### src/hw/rtl/lr_pkg.sv
// Shared types and constants of the line rasterizer.
package lr_pkg;

    // Default coordinate width and command queue depth
    localparam int COORD_BITS_DEF  = 13;
    localparam int QUEUE_DEPTH_DEF = 4;

    // Fixed field widths
    localparam int CFG_W    = 13;
    localparam int PIX_W    = 12;
    localparam int ADDR_W   = 24;
    localparam int COLOR_W  = 32;
    localparam int M_TDATA_W = 2 * PIX_W + ADDR_W + COLOR_W;

    // Configuration register indexes
    localparam int CFG_IDX_W = 1;
    localparam logic [CFG_IDX_W-1:0] REG_SCREEN_WIDTH  = 1'd0;
    localparam logic [CFG_IDX_W-1:0] REG_SCREEN_HEIGHT = 1'd1;

    // Reset values of the configuration registers
    localparam logic [CFG_W-1:0] SCREEN_WIDTH_RST  = 13'd640;
    localparam logic [CFG_W-1:0] SCREEN_HEIGHT_RST = 13'd480;

    // Action codes carried in s_tuser
    localparam logic ACT_LOAD = 1'b0;
    localparam logic ACT_STEP = 1'b1;

    // Control flags of one decoded command
    typedef struct packed {
        logic is_load;
        logic busy;
        logic minor_down;
        logic axes_swapped;
    } lr_flags_t;

endpackage

### src/hw/rtl/lr_front.sv
// Front end: accepts items and turns load items into line set-up values.
module lr_front #(
    parameter int COORD_BITS = lr_pkg::COORD_BITS_DEF
) (
    input  logic                          aclk,
    input  logic                          aresetn,
    // input item
    input  logic                          in_valid,
    output logic                          in_ready,
    input  logic                          in_action,
    input  logic signed [COORD_BITS-1:0]  in_start_x,
    input  logic signed [COORD_BITS-1:0]  in_start_y,
    input  logic signed [COORD_BITS-1:0]  in_end_x,
    input  logic signed [COORD_BITS-1:0]  in_end_y,
    input  logic [lr_pkg::COLOR_W-1:0]    in_color,
    // decoded command towards the queue
    output logic                          cmd_push,
    input  logic                          cmd_full,
    output lr_pkg::lr_flags_t             cmd_flags,
    output logic signed [COORD_BITS-1:0]  cmd_major0,
    output logic signed [COORD_BITS-1:0]  cmd_minor0,
    output logic signed [COORD_BITS-1:0]  cmd_limit,
    output logic [COORD_BITS:0]           cmd_twice_major,
    output logic [COORD_BITS:0]           cmd_twice_minor,
    output logic [COORD_BITS-1:0]         cmd_err_init,
    output logic [lr_pkg::COLOR_W-1:0]    cmd_color
);

    localparam int CB = COORD_BITS;

    // stage A: steepness and axis swap
    logic signed [CB:0]   dx_a, dy_a;
    logic [CB:0]          adx_full, ady_full;
    logic                 steep_a;

    logic                 fa_valid_reg, fa_valid_next;
    logic                 fa_load_reg;
    logic                 fa_steep_reg;
    logic signed [CB-1:0] fa_a0_reg, fa_b0_reg, fa_a1_reg, fa_b1_reg;
    logic [lr_pkg::COLOR_W-1:0] fa_color_reg;

    // stage B: endpoint order and deltas
    logic                 swap_b;
    logic signed [CB-1:0] maj0_b, min0_b, lim_b, min1_b;
    logic signed [CB:0]   dmaj_b, dmin_b;
    logic [CB:0]          admin_full;
    logic [CB-1:0]        dmaj_u, dmin_u;

    assign in_ready = !fa_valid_reg || !cmd_full;
    assign cmd_push = fa_valid_reg && !cmd_full;

    // Work out absolute deltas and steepness of the raw endpoints
    always_comb begin
        dx_a     = $signed({in_end_x[CB-1], in_end_x}) - $signed({in_start_x[CB-1], in_start_x});
        dy_a     = $signed({in_end_y[CB-1], in_end_y}) - $signed({in_start_y[CB-1], in_start_y});
        adx_full = dx_a[CB] ? $unsigned(-dx_a) : $unsigned(dx_a);
        ady_full = dy_a[CB] ? $unsigned(-dy_a) : $unsigned(dy_a);
        steep_a  = ady_full[CB-1:0] > adx_full[CB-1:0];
    end

    // Hold stage A until the queue takes it
    always_comb begin
        fa_valid_next = fa_valid_reg;
        if (in_ready) begin
            fa_valid_next = in_valid;
        end
    end

    always_ff @(posedge aclk) begin
        if (!aresetn) begin
            fa_valid_reg <= 1'b0;
        end else begin
            fa_valid_reg <= fa_valid_next;
        end
    end

    always_ff @(posedge aclk) begin
        if (in_valid && in_ready) begin
            fa_load_reg  <= (in_action == lr_pkg::ACT_LOAD);
            fa_steep_reg <= steep_a;
            fa_a0_reg    <= steep_a ? in_start_y : in_start_x;
            fa_b0_reg    <= steep_a ? in_start_x : in_start_y;
            fa_a1_reg    <= steep_a ? in_end_y   : in_end_x;
            fa_b1_reg    <= steep_a ? in_end_x   : in_end_y;
            fa_color_reg <= in_color;
        end
    end

    // Order the endpoints so the major coordinate rises
    always_comb begin
        swap_b     = fa_a0_reg > fa_a1_reg;
        maj0_b     = swap_b ? fa_a1_reg : fa_a0_reg;
        min0_b     = swap_b ? fa_b1_reg : fa_b0_reg;
        lim_b      = swap_b ? fa_a0_reg : fa_a1_reg;
        min1_b     = swap_b ? fa_b0_reg : fa_b1_reg;
        dmaj_b     = $signed({lim_b[CB-1], lim_b}) - $signed({maj0_b[CB-1], maj0_b});
        dmin_b     = $signed({min1_b[CB-1], min1_b}) - $signed({min0_b[CB-1], min0_b});
        admin_full = dmin_b[CB] ? $unsigned(-dmin_b) : $unsigned(dmin_b);
        dmaj_u     = dmaj_b[CB-1:0];
        dmin_u     = admin_full[CB-1:0];
    end

    assign cmd_flags.is_load      = fa_load_reg;
    assign cmd_flags.busy         = maj0_b < lim_b;
    assign cmd_flags.minor_down   = !(min0_b < min1_b);
    assign cmd_flags.axes_swapped = fa_steep_reg;
    assign cmd_major0      = maj0_b;
    assign cmd_minor0      = min0_b;
    assign cmd_limit       = lim_b;
    assign cmd_twice_major = {dmaj_u, 1'b0};
    assign cmd_twice_minor = {dmin_u, 1'b0};
    assign cmd_err_init    = dmaj_u;
    assign cmd_color       = fa_color_reg;

endmodule

### src/hw/rtl/lr_queue.sv
// Short command queue between the front end and the step engine.
module lr_queue #(
    parameter int DATA_W = 8,
    parameter int DEPTH  = lr_pkg::QUEUE_DEPTH_DEF
) (
    input  logic              aclk,
    input  logic              aresetn,
    input  logic              push,
    input  logic [DATA_W-1:0] push_data,
    output logic              full,
    input  logic              pop,
    output logic              head_valid,
    output logic [DATA_W-1:0] head_data
);

    localparam int PTR_W = (DEPTH > 1) ? $clog2(DEPTH) : 1;
    localparam int CNT_W = $clog2(DEPTH + 1);
    localparam logic [PTR_W-1:0] LAST_PTR = PTR_W'(DEPTH - 1);
    localparam logic [CNT_W-1:0] FULL_CNT = CNT_W'(DEPTH);

    logic [DATA_W-1:0] entry_reg [DEPTH];
    logic [PTR_W-1:0]  wr_ptr_reg, wr_ptr_next;
    logic [PTR_W-1:0]  rd_ptr_reg, rd_ptr_next;
    logic [CNT_W-1:0]  count_reg, count_next;
    logic              do_push, do_pop;

    assign full       = (count_reg == FULL_CNT);
    assign head_valid = (count_reg != '0);
    assign head_data  = entry_reg[rd_ptr_reg];
    assign do_push    = push && !full;
    assign do_pop     = pop && head_valid;

    // Advance pointers and fill count
    always_comb begin
        wr_ptr_next = wr_ptr_reg;
        rd_ptr_next = rd_ptr_reg;
        count_next  = count_reg;
        if (do_push) begin
            wr_ptr_next = (wr_ptr_reg == LAST_PTR) ? '0 : wr_ptr_reg + PTR_W'(1);
        end
        if (do_pop) begin
            rd_ptr_next = (rd_ptr_reg == LAST_PTR) ? '0 : rd_ptr_reg + PTR_W'(1);
        end
        if (do_push && !do_pop) begin
            count_next = count_reg + CNT_W'(1);
        end else if (do_pop && !do_push) begin
            count_next = count_reg - CNT_W'(1);
        end
    end

    always_ff @(posedge aclk) begin
        if (!aresetn) begin
            wr_ptr_reg <= '0;
            rd_ptr_reg <= '0;
            count_reg  <= '0;
        end else begin
            wr_ptr_reg <= wr_ptr_next;
            rd_ptr_reg <= rd_ptr_next;
            count_reg  <= count_next;
        end
    end

    always_ff @(posedge aclk) begin
        if (do_push) begin
            entry_reg[wr_ptr_reg] <= push_data;
        end
    end

endmodule

### src/hw/rtl/lr_back.sv
// Step engine: Bresenham state, clipping, address multiply and output register.
module lr_back #(
    parameter int COORD_BITS = lr_pkg::COORD_BITS_DEF
) (
    input  logic                              aclk,
    input  logic                              aresetn,
    // decoded command from the queue
    input  logic                              cmd_valid,
    output logic                              cmd_pop,
    input  lr_pkg::lr_flags_t                 cmd_flags,
    input  logic signed [COORD_BITS-1:0]      cmd_major0,
    input  logic signed [COORD_BITS-1:0]      cmd_minor0,
    input  logic signed [COORD_BITS-1:0]      cmd_limit,
    input  logic [COORD_BITS:0]               cmd_twice_major,
    input  logic [COORD_BITS:0]               cmd_twice_minor,
    input  logic [COORD_BITS-1:0]             cmd_err_init,
    input  logic [lr_pkg::COLOR_W-1:0]        cmd_color,
    // configuration writes
    input  logic                              cfg_valid,
    output logic                              cfg_ready,
    input  logic [lr_pkg::CFG_IDX_W-1:0]      cfg_index,
    input  logic [lr_pkg::CFG_W-1:0]          cfg_data,
    // result
    output logic                              out_valid,
    input  logic                              out_ready,
    output logic [lr_pkg::M_TDATA_W-1:0]      out_data,
    output logic                              out_pixel_valid,
    output logic                              out_line_done
);

    localparam int CB   = COORD_BITS;
    localparam int ERRW = CB + 3;
    localparam int CMPW = (CB > lr_pkg::CFG_W) ? CB : lr_pkg::CFG_W;
    localparam int MULW = CB + lr_pkg::CFG_W;

    // configuration registers
    logic [lr_pkg::CFG_W-1:0] width_reg, height_reg;

    // line state
    logic signed [CB-1:0]   major_reg, major_next;
    logic signed [CB-1:0]   minor_reg, minor_next;
    logic signed [CB-1:0]   limit_reg, limit_next;
    logic signed [ERRW-1:0] err_reg, err_next;
    logic [CB:0]            tmaj_reg, tmaj_next;
    logic [CB:0]            tmin_reg, tmin_next;
    logic                   down_reg, down_next;
    logic                   swap_reg, swap_next;
    logic [lr_pkg::COLOR_W-1:0] color_reg, color_next;
    logic                   busy_reg, busy_next;

    // step arithmetic
    logic signed [CB-1:0]   px_s, py_s;
    logic                   vis_s;
    logic signed [ERRW-1:0] err_sub;
    logic signed [CB:0]     maj_inc, lim_ext;

    // stage 1: clipped pixel
    logic                   s1_valid_reg, s1_valid_next;
    logic                   s1_vis_reg, s1_vis_next;
    logic                   s1_done_reg, s1_done_next;
    logic [CB-1:0]          s1_px_reg, s1_py_reg;
    logic [lr_pkg::COLOR_W-1:0] s1_color_reg;
    logic                   s1_ready, s2_ready;

    // stage 2: output register
    logic                   out_valid_reg, out_valid_next;
    logic [lr_pkg::M_TDATA_W-1:0] out_data_reg;
    logic                   out_pix_reg, out_done_reg;
    logic [MULW-1:0]        addr_full;

    assign s2_ready  = !out_valid_reg || out_ready;
    assign s1_ready  = !s1_valid_reg || s2_ready;
    assign cmd_pop   = cmd_valid && s1_ready;
    assign cfg_ready = 1'b1;

    // Take configuration writes
    always_ff @(posedge aclk) begin
        if (!aresetn) begin
            width_reg  <= lr_pkg::SCREEN_WIDTH_RST;
            height_reg <= lr_pkg::SCREEN_HEIGHT_RST;
        end else if (cfg_valid) begin
            case (cfg_index)
                lr_pkg::REG_SCREEN_WIDTH: begin
                    width_reg <= cfg_data;
                end
                lr_pkg::REG_SCREEN_HEIGHT: begin
                    height_reg <= cfg_data;
                end
                default: begin
                end
            endcase
        end
    end

    // Pixel at the current position and its clip test
    always_comb begin
        px_s  = swap_reg ? minor_reg : major_reg;
        py_s  = swap_reg ? major_reg : minor_reg;
        vis_s = !px_s[CB-1] && (CMPW'($unsigned(px_s)) < CMPW'(width_reg)) &&
                !py_s[CB-1] && (CMPW'($unsigned(py_s)) < CMPW'(height_reg));
        err_sub = err_reg - $signed(ERRW'(tmin_reg));
        maj_inc = $signed({major_reg[CB-1], major_reg}) + $signed((CB+1)'(1));
        lim_ext = $signed({limit_reg[CB-1], limit_reg});
    end

    // Load a line, or advance one pixel on each step taken while the line is busy
    always_comb begin
        major_next    = major_reg;
        minor_next    = minor_reg;
        limit_next    = limit_reg;
        err_next      = err_reg;
        tmaj_next     = tmaj_reg;
        tmin_next     = tmin_reg;
        down_next     = down_reg;
        swap_next     = swap_reg;
        color_next    = color_reg;
        busy_next     = busy_reg;
        s1_valid_next = s1_valid_reg;
        s1_vis_next   = 1'b0;
        s1_done_next  = 1'b1;
        if (s1_ready) begin
            s1_valid_next = cmd_valid;
        end
        if (cmd_pop) begin
            if (cmd_flags.is_load) begin
                major_next   = cmd_major0;
                minor_next   = cmd_minor0;
                limit_next   = cmd_limit;
                err_next     = $signed(ERRW'(cmd_err_init));
                tmaj_next    = cmd_twice_major;
                tmin_next    = cmd_twice_minor;
                down_next    = cmd_flags.minor_down;
                swap_next    = cmd_flags.axes_swapped;
                color_next   = cmd_color;
                busy_next    = cmd_flags.busy;
                s1_done_next = !cmd_flags.busy;
            end else if (busy_reg) begin
                s1_vis_next = vis_s;
                if (err_sub[ERRW-1]) begin
                    minor_next = down_reg ? minor_reg - CB'(1) : minor_reg + CB'(1);
                    err_next   = err_sub + $signed(ERRW'(tmaj_reg));
                end else begin
                    err_next   = err_sub;
                end
                major_next   = maj_inc[CB-1:0];
                busy_next    = maj_inc < lim_ext;
                s1_done_next = !(maj_inc < lim_ext);
            end
        end
    end

    always_ff @(posedge aclk) begin
        if (!aresetn) begin
            major_reg    <= '0;
            minor_reg    <= '0;
            limit_reg    <= '0;
            err_reg      <= '0;
            tmaj_reg     <= '0;
            tmin_reg     <= '0;
            down_reg     <= 1'b0;
            swap_reg     <= 1'b0;
            color_reg    <= '0;
            busy_reg     <= 1'b0;
            s1_valid_reg <= 1'b0;
        end else begin
            major_reg    <= major_next;
            minor_reg    <= minor_next;
            limit_reg    <= limit_next;
            err_reg      <= err_next;
            tmaj_reg     <= tmaj_next;
            tmin_reg     <= tmin_next;
            down_reg     <= down_next;
            swap_reg     <= swap_next;
            color_reg    <= color_next;
            busy_reg     <= busy_next;
            s1_valid_reg <= s1_valid_next;
        end
    end

    // Hold the clipped pixel for the address stage
    always_ff @(posedge aclk) begin
        if (cmd_pop) begin
            s1_vis_reg   <= s1_vis_next;
            s1_done_reg  <= s1_done_next;
            s1_px_reg    <= $unsigned(px_s);
            s1_py_reg    <= $unsigned(py_s);
            s1_color_reg <= color_reg;
        end
    end

    // Linear address: row times stride plus column
    assign addr_full = MULW'(s1_py_reg) * MULW'(width_reg) + MULW'(s1_px_reg);

    always_comb begin
        out_valid_next = out_valid_reg;
        if (s2_ready) begin
            out_valid_next = s1_valid_reg;
        end
    end

    always_ff @(posedge aclk) begin
        if (!aresetn) begin
            out_valid_reg <= 1'b0;
        end else begin
            out_valid_reg <= out_valid_next;
        end
    end

    // Register the result; blank the pixel fields when nothing is drawn
    always_ff @(posedge aclk) begin
        if (s2_ready && s1_valid_reg) begin
            out_pix_reg  <= s1_vis_reg;
            out_done_reg <= s1_done_reg;
            if (s1_vis_reg) begin
                out_data_reg <= {s1_color_reg, lr_pkg::ADDR_W'(addr_full),
                                 lr_pkg::PIX_W'(s1_py_reg), lr_pkg::PIX_W'(s1_px_reg)};
            end else begin
                out_data_reg <= '0;
            end
        end
    end

    assign out_valid       = out_valid_reg;
    assign out_data        = out_data_reg;
    assign out_pixel_valid = out_pix_reg;
    assign out_line_done   = out_done_reg;

endmodule

### src/hw/rtl/line_rasterizer.sv
// Top level of the line rasterizer: front end, command queue and step engine.
//
//   channel   direction  transfer when           carries
//   s_        in         s_tvalid & s_tready     load or step item
//   m_        out        m_tvalid & m_tready     one result per item
//   cfg_      in         cfg_valid & cfg_ready   screen width / height write
//
// One item per cycle sustained while m_ is not stalled. An item passes the front
// register, the queue entry, the pixel stage and the output register before its
// result is presented on m_. The Bresenham update is an add, compare and select
// on the line state, which sets the rate of one pixel per clock.
// aresetn is synchronous: it empties the queue, clears the line state and
// restores 640 x 480. A stalled m_ side fills the queue, then drops s_tready.
module line_rasterizer #(
    parameter int COORD_BITS  = lr_pkg::COORD_BITS_DEF,
    parameter int QUEUE_DEPTH = lr_pkg::QUEUE_DEPTH_DEF,
    localparam int S_TDATA_W  = ((4 * COORD_BITS + lr_pkg::COLOR_W + 7) / 8) * 8
) (
    input  logic                           aclk,
    input  logic                           aresetn,
    // input items
    input  logic                           s_tvalid,
    output logic                           s_tready,
    // start_x, start_y, end_x, end_y, draw_color, zero pad
    input  logic [S_TDATA_W-1:0]           s_tdata,
    // action
    input  logic                           s_tuser,
    // results
    output logic                           m_tvalid,
    input  logic                           m_tready,
    // pixel_x, pixel_y, pixel_address, pixel_color
    output logic [lr_pkg::M_TDATA_W-1:0]   m_tdata,
    // pixel_valid
    output logic                           m_tuser,
    // line_done
    output logic                           m_tlast,
    // configuration writes
    input  logic                           cfg_valid,
    output logic                           cfg_ready,
    input  logic [lr_pkg::CFG_IDX_W-1:0]   cfg_index,
    input  logic [lr_pkg::CFG_W-1:0]       cfg_data
);

    localparam int CB      = COORD_BITS;
    localparam int FLAGS_W = $bits(lr_pkg::lr_flags_t);
    localparam int ENTRY_W = FLAGS_W + 4 * CB + 2 * (CB + 1) + lr_pkg::COLOR_W;

    lr_pkg::lr_flags_t            f_flags, b_flags;
    logic                         f_push, q_full, q_valid, b_pop;
    logic signed [CB-1:0]         f_major0, f_minor0, f_limit;
    logic signed [CB-1:0]         b_major0, b_minor0, b_limit;
    logic [CB:0]                  f_tmaj, f_tmin, b_tmaj, b_tmin;
    logic [CB-1:0]                f_err, b_err;
    logic [lr_pkg::COLOR_W-1:0]   f_color, b_color;
    logic [ENTRY_W-1:0]           q_in, q_out;

    lr_front #(
        .COORD_BITS (COORD_BITS)
    ) u_front (
        .aclk            (aclk),
        .aresetn         (aresetn),
        .in_valid        (s_tvalid),
        .in_ready        (s_tready),
        .in_action       (s_tuser),
        .in_start_x      ($signed(s_tdata[CB-1:0])),
        .in_start_y      ($signed(s_tdata[2*CB-1:CB])),
        .in_end_x        ($signed(s_tdata[3*CB-1:2*CB])),
        .in_end_y        ($signed(s_tdata[4*CB-1:3*CB])),
        .in_color        (s_tdata[4*CB+lr_pkg::COLOR_W-1:4*CB]),
        .cmd_push        (f_push),
        .cmd_full        (q_full),
        .cmd_flags       (f_flags),
        .cmd_major0      (f_major0),
        .cmd_minor0      (f_minor0),
        .cmd_limit       (f_limit),
        .cmd_twice_major (f_tmaj),
        .cmd_twice_minor (f_tmin),
        .cmd_err_init    (f_err),
        .cmd_color       (f_color)
    );

    // Pack a decoded command into one queue entry
    assign q_in = {f_flags, f_major0, f_minor0, f_limit, f_tmaj, f_tmin, f_err, f_color};

    lr_queue #(
        .DATA_W (ENTRY_W),
        .DEPTH  (QUEUE_DEPTH)
    ) u_queue (
        .aclk       (aclk),
        .aresetn    (aresetn),
        .push       (f_push),
        .push_data  (q_in),
        .full       (q_full),
        .pop        (b_pop),
        .head_valid (q_valid),
        .head_data  (q_out)
    );

    assign {b_flags, b_major0, b_minor0, b_limit, b_tmaj, b_tmin, b_err, b_color} = q_out;

    lr_back #(
        .COORD_BITS (COORD_BITS)
    ) u_back (
        .aclk            (aclk),
        .aresetn         (aresetn),
        .cmd_valid       (q_valid),
        .cmd_pop         (b_pop),
        .cmd_flags       (b_flags),
        .cmd_major0      (b_major0),
        .cmd_minor0      (b_minor0),
        .cmd_limit       (b_limit),
        .cmd_twice_major (b_tmaj),
        .cmd_twice_minor (b_tmin),
        .cmd_err_init    (b_err),
        .cmd_color       (b_color),
        .cfg_valid       (cfg_valid),
        .cfg_ready       (cfg_ready),
        .cfg_index       (cfg_index),
        .cfg_data        (cfg_data),
        .out_valid       (m_tvalid),
        .out_ready       (m_tready),
        .out_data        (m_tdata),
        .out_pixel_valid (m_tuser),
        .out_line_done   (m_tlast)
    );

endmodule

### config.mk
export PLATFORM = sky130hd
export DESIGN_NAME = line_rasterizer
export DESIGN_NICKNAME = d
export VERILOG_FILES = /design/src/hw/rtl/lr_pkg.sv /design/src/hw/rtl/lr_front.sv /design/src/hw/rtl/lr_queue.sv /design/src/hw/rtl/lr_back.sv /design/src/hw/rtl/line_rasterizer.sv
export SDC_FILE = /design/constraint.sdc
export NUM_CORES = 2
export LEC_CHECK = 0
export BUFFER_PORTS_ARGS = -buffer_cell sky130_fd_sc_hd__buf_2
export CELL_PAD_IN_SITES_DETAIL_PLACEMENT = 1
export CELL_PAD_IN_SITES_GLOBAL_PLACEMENT = 2
export CORE_MARGIN = 3
export CORE_UTILIZATION = 47
export CTS_CLUSTER_DIAMETER = 50
export DETAILED_ROUTE_END_ITERATION = 8
export GPL_ROUTABILITY_DRIVEN = 0
export PLACE_DENSITY_LB_ADDON = 0.1
export RECOVER_POWER = 100
export SLEW_MARGIN = 20
export SYNTH_ARGS = -nofsm -noshare
export SYNTH_HDL_FRONTEND = slang
export SYNTH_SLANG_ARGS = --single-unit
### constraint.sdc
create_clock -name aclk -period 13.44 [get_ports aclk]
set_clock_uncertainty 0.2 [all_clocks]
set_input_delay 0.672 -clock aclk [delete_from_list [all_inputs] [get_ports aclk]]
set_output_delay 0.672 -clock aclk [all_outputs]
set_load 0.01 [all_outputs]
[Word-level counts from Yosys, hierarchy flattened]
Memory sizes are Yosys's and may differ from the RTL's. A register that Yosys moved wholly into a read port is not among the register bits.
Cells that the tools add are included.
Operators by class
  multiply operators: 1
  equality and inequality tests: 3
  divide/modulo/power cells: 0
  bitwise logic cells: 3
  reductions and logical operators: 35
  shifts and indexed selects: 0
  $add $sub $neg: 17
  mux-type cells: 34
  order comparisons: 7
Operators with widths (count)
  two-way mux 13 bit: 19
  < comparator 13 bit: 4
  two-way mux 16 bit: 3
  subtractor 13 x 13 -> 14 bit: 3
  negator 13 bit: 3
  > comparator 13 bit: 2
  adder 24 x 13 -> 24 bit: 1
  multiplier 13 x 13 -> 24 bit: 1
  adder 16 x 15 -> 16 bit: 1
  subtractor 16 x 15 -> 16 bit: 1
  adder 13 x 2 -> 14 bit (second input constant): 1
  < comparator 14 x 13 -> 1 bit: 1
  adder 13 x 2 -> 13 bit (second input constant): 1
  subtractor 13 bit: 1
  subtractor 13 x 2 -> 13 bit (second input constant): 1
  logical AND 1 bit: 11
  zero test 1 bit: 11
  two-way mux 2 bit: 4
  AND reduction 2 bit: 4
  two-way mux 1 bit: 6
  two-way mux 3 bit: 2
  nonzero test 2 bit: 3
  adder 2 x 1 -> 2 bit (second input constant): 2
  == test 2 bit (second input constant): 2
  other kinds (8): 12
Storage, ports and cells
  bits in latches: 0
  output and inout port bits: 85
  ROM bits: 0
  input port bits: 108
  logic and storage cells: 134
  memories kept: 1
  register bits: 382
  RAM bits: 456
Memory list
  u_queue.entry_reg: words 4, bits a word 114, rd ports 1, clocked after memory_dff 1, write ports 1, line lr_queue.sv:21  | logic [DATA_W-1:0] entry_reg [DEPTH];

[Longest topological paths before layout]
  depth in word-level cells: 8
  depth in mapped cells: 31
  depth with buffers taken out: 29

[Hierarchy]
Synthesis repeated with hierarchy kept, for this count alone.
Unflattened totals
  cell total of the unflattened synthesis: 3679
  area total of the unflattened synthesis: 45416.1 um2
Modules (own cells, without submodules)
  lr_back: seq. area each 7186.9 um2, area an instance 19802.7 um2, instances 1, cells an instance 2067
  lr_queue: seq. area each 14113.5 um2, area an instance 17180.2 um2, instances 1, cells an instance 657
  lr_front: seq. area each 2602.5 um2, area an instance 8433.1 um2, instances 1, cells an instance 955

[Worst setup path before layout]
OpenSTA, ideal clock, no wires.
  path type: reg-to-reg
  start point: register u_back.width_reg[4] (netlist name)
  end point: register u_back.out_data_reg (netlist bit u_back.out_data[47]) (data pin)
  setup time: 266 ps
  path buffers: 1
  arrival time: 5416 ps
  setup slack: 7558 ps
  required time: 12974 ps
  cell stages (with the launch flop): 23
  period minus slack after synthesis: 5882 ps
  path through: dfxtp_1 clkbuf_1 nand2_1 fa_1 fa_1 fa_1 inv_1 fa_1 fa_1 inv_1 fa_1 inv_1 ha_1 a21o_1 a21oi_1 nor2b_1 nor2_1 nand2_1 o21ai_0 a21oi_1 a31oi_1 xnor2_1 nor2_1
Between the ends
  cells in the longest elaborated chain, start to end: 2
RTL lines
  from (decl): line lr_back.sv:37  | logic [lr_pkg::CFG_W-1:0] width_reg, height_reg;
  from (signal assigned): line lr_back.sv:79  | width_reg <= lr_pkg::SCREEN_WIDTH_RST;
  from (signal assigned): line lr_back.sv:84  | width_reg <= cfg_data;
  multiplier 13 x 13 -> 24 bit: line lr_back.sv:192  | assign addr_full = MULW'(s1_py_reg) * MULW'(width_reg) + MULW'(s1_px_reg);
  adder 24 x 13 -> 24 bit: line lr_back.sv:192
  to (signal assigned): line lr_back.sv:215  | out_data_reg <= {s1_color_reg, lr_pkg::ADDR_W'(addr_full),
  to (decl): line lr_back.sv:67  | logic [lr_pkg::M_TDATA_W-1:0] out_data_reg;
No other way between the ends.
A chain may end at the register's enable or synchronous reset.

[Worst setup path after layout]
  start point: register u_front.fa_a0_reg[11]
  end point: memory u_queue.entry_reg[2][57] (netlist name) (data pin)
Between the ends
  cells in the longest elaborated chain, start to end: 5
  elaborated cells between the ends (all ways): 6
  those cells by class: add/sub (2); order compare (1); mux (3)
RTL lines
  from (decl): line lr_front.sv:39  | logic signed [CB-1:0] fa_a0_reg, fa_b0_reg, fa_a1_reg, fa_b1_reg;
  from (signal assigned): line lr_front.sv:81  | fa_a0_reg <= steep_a ? in_start_y : in_start_x;
  > comparator 13 bit *: line lr_front.sv:91  | swap_b = fa_a0_reg > fa_a1_reg;
  two-way mux 13 bit (on tied branches): line lr_front.sv:95, lr_front.sv:93
  subtractor 13 x 13 -> 14 bit *: line lr_front.sv:97  | dmin_b = $signed({min1_b[CB-1], min1_b}) - $signed({min0_b[CB-1], min0_b});
  negator 13 bit: line lr_front.sv:98  | admin_full = dmin_b[CB] ? $unsigned(-dmin_b) : $unsigned(dmin_b);
  two-way mux 13 bit *: line lr_front.sv:98
  named net f_tmin[13]: line line_rasterizer.sv:52  | logic [CB:0] f_tmaj, f_tmin, b_tmaj, b_tmin;
  to (decl): line lr_queue.sv:21
The timed path passes the listed nets; every way through them passes the cells marked *.

==> results.toml <==
[place]
pre_cts_slack_ns = 6.58
place_hpwl_um = 72300
port_buffers = 187

[cells_and_area]
drive_gt1_share_pct = 10.9
fin_util_pct = 53.6
area_growth_pct = 12.7
largest_reg_flops = 404
final_common_cell = "edfxtp_1"
nNetsFinal = 4069
final_cell_mix = "632 x edfxtp_1, 435 x nand2_1, 319 x inv_1, 217 x ha_1, 207 x a21oi_1"

[timing]
hold_viol = 0
timing.final.ws_setup_ns = 5.00
relSlewSlack_pct = -198
period_needed_ns = 8.44
worstMarginPinSlew_ns = 4.47
holdWs_ns = 0.110
period_share_pct = 62.8
setup_tns_ns = 0
finalSetupViolations = 0
max_freq_mhz = 118
drv_slew = 1071
grt_setup_unrepaired = "no"

[yosys]
syn-num-nets = 3873
ys.flop_type = "edfxtp_1"
synthArstFlopShare_pct = 0
synthDistinctLibCells = 80
avgSynthCellArea_um2 = 12.1
synth_warnings = 0
synth_edf_count = 632
postSynthCellCount = 3413
netlist_area_um2 = 41400
yosysSeqAreaShare_pct = 53.2
ys_seq_elements = 785

[clock_network]
clk_pin_slew_ns = 0.06
clk_path_buf_depth = 3
clockRootBuffer = "clkbuf_16"
cts_buffers = 95
clkLatencyLatePin_ns = 0.66
post_cts.repair.setup_buffers = 0
cts_tree = "done"
htreeDepth = 3
cts.sinks = 785

[job]
drv_cap = 22

[die]
rows = 108
core-area_um2 = 87000
die_h_um = 303
fp.dieW_um = 303
io-pin-count = 193
dieArea_um2 = 91700
start_util_pct = 47.6

[global_routing]
grt_max_degree = 77
antenna_found_initial = 2
grt_usage_pct = 22.9
grt_pass1_wl_um = 163000
grt_pass1_vias = 28958
grt_overflow = 0

[worst_setup_path]
startpoint_type = "flip-flop"
critPathBufInv = 0
end_kind = "flip-flop"
cp_top_family = "compound AO/OA/AOI/OAI gates"
setup.worst_path.class = "flip-flop to flip-flop"
critical_path_required_ns = 13.66
critical-path-max-stage-delay_ns = 1.65
worst-endpoint-arrival_ns = 8.66
worstPathMaxFanout = 41
cp_cell_sequence = "ha_1 > nand4_1 > nor4_1 > a31o_1 > a21oi_1 > ha_1 > a2111oi_0 > nor3b_1 > o41ai_1 > a21oi_1 > xor2_1 > nand4b_1 > mux2i_1 > xnor2_1"
slowest_stage = "nor4_1"

[power]
pwr-share-clk_pct = 20.7
pwr-share-seq_pct = 33.5
power.share.switching_pct = 40.5
internal_power_mw = 7.19
p_leak_nw = 17.9
p_comb_share_pct = 45.8
p_per_area_nw_per_um2 = 259
p_sw_mw = 4.88
ir_drop_v = 0.000226

[routing]
drc = 0
wl_um = 104000
final_antenna_net_count = 0
firstDrtPassIters = 5
drtIter0Drc = 1463
vias_per_cell = 5.48
wl_per_cell_um = 21.4
num_vias = 26579

[hold_path]
holdCritPathClass = "input port to flip-flop"

[run_status]
violations = "capacitance limit, slew limit"
status = "finished with violations"
## timing repair
action                                  4_1_cts  5_1_grt
endpoints found under the setup margin        0        0
hold buffers                                 33        0
endpoints found under the hold margin        33        0
resized for setup                             0        0
## synthesized netlist by cell type, types with 4 or more instances
cell type	number	area, um2
edfxtp_1	632	19000
nand2_1	436	1640
inv_1	320	1200
ha_1	217	2720
a21oi_1	206	1030
dfxtp_1	153	3060
and2_1	151	945
nor2_1	148	556
fa_1	135	2700
o21ai_0	133	666
clkbuf_1	118	443
mux4_2	100	2250
xnor2_1	84	736
mux2_2	52	586
xor2_1	50	438
nor2b_1	44	275
mux2i_1	41	410
nand3_1	34	170
nand2b_1	28	175
a21o_1	24	180
nor3_1	22	110
o21a_1	21	158
buf_1	18	67.6
and3_1	17	106
a21boi_0	16	120
a311oi_1	16	140
o211ai_1	16	120
or3_1	15	93.8
a31oi_1	14	87.6
a211oi_1	13	97.6
maj3_1	12	120
o21bai_1	12	90.1
nand4_1	11	68.8
o31ai_1	8	60.1
buf_2	7	35.0
nor4_1	7	43.8
or4_1	7	52.6
a31o_2	5	43.8
buf_4	4	30.0
nand3b_1	4	30.0
nor3b_1	4	30.0
o21ai_1	4	20.0
or2_2	4	25.0
## power groups by stage
stage | Combinational, mW | Sequential, mW | Clock [mW]
after CTS | 5.64 | 4.02 | 2.56
final | 5.53 | 4.04 | 2.50
after global placement | 5.33 | 4.03 | 0
after global routing | 6.21 | 4.12 | 2.67
after floorplan | 4.04 | 3.87 | 0
after detailed placement | 5.57 | 4.07 | 0
## cell type report
cell class	instances	area, um2
diodes	4	10.0
clock buffers	114	2500
clock inverters	65	632
fillers	8983	40300
inverters	321	1210
multi-input cells	2159	17600
flip-flops and latches	785	22000
well taps	1155	1450
repair buffers	247	1280
## metal layers
layer  part of all wire [%]  track usage (%)  vias to the layer above
met2                     51             40.7                      450
li1                       -                -                    12408
met1                     43             29.2                    13562
met3                    3.4             2.81                      159
met4                    2.5             7.08                        0
met5                      0                0                        -
## per-stage QoR
stage          std cells  area (um2)  power (mW)
2_1_floorplan       3413       41400        7.90
3_3_place_gp        4634       43500        9.36
3_5_place_dp        4634       43500        9.63
4_1_cts             4846       47000        12.2
5_1_grt             4848       46700        13.0
6_report            4850       46700        12.1
## path summary, 6_finish.rpt
path                               from                       end  slack (ns)  cells past startpoint
setup / recovery  u_front.fa_a0_reg[11]  u_queue.entry_reg[2][57]        5.00                     14
hold / removal              cfg_data[1]       u_back.width_reg[1]        0.11                      3
setup reg to reg  u_front.fa_a0_reg[11]  u_queue.entry_reg[2][57]        5.00                     14
hold reg to reg      u_back.s1_done_reg      u_back.out_line_done        0.22                      0
## logic make-up after synthesis
kind of cell	Yosys count	share of synthesized area, %
mux	193	7.84
simple gates	942	10.7
compound gates	525	7.67
fa+ha+maj	364	13.4
other cells	1	0.00906
xor+xnor	134	2.83
buf+inv	469	4.33
flops	785	53.2
## worst reg2reg max path, stage by stage, from the launching register on
cell and delay [ns]:
edfxtp_1 0.43, ha_1 0.51, nand4_1 0.33, nor4_1 1.65
a31o_1 1.44, a21oi_1 0.21, ha_1 0.30, a2111oi_0 0.75
nor3b_1 0.28, o41ai_1 0.43, a21oi_1 0.19, xor2_1 0.52
nand4b_1 0.40, mux2i_1 0.22, xnor2_1 0.35
Note: power is estimated with default switching activity, not from simulation.
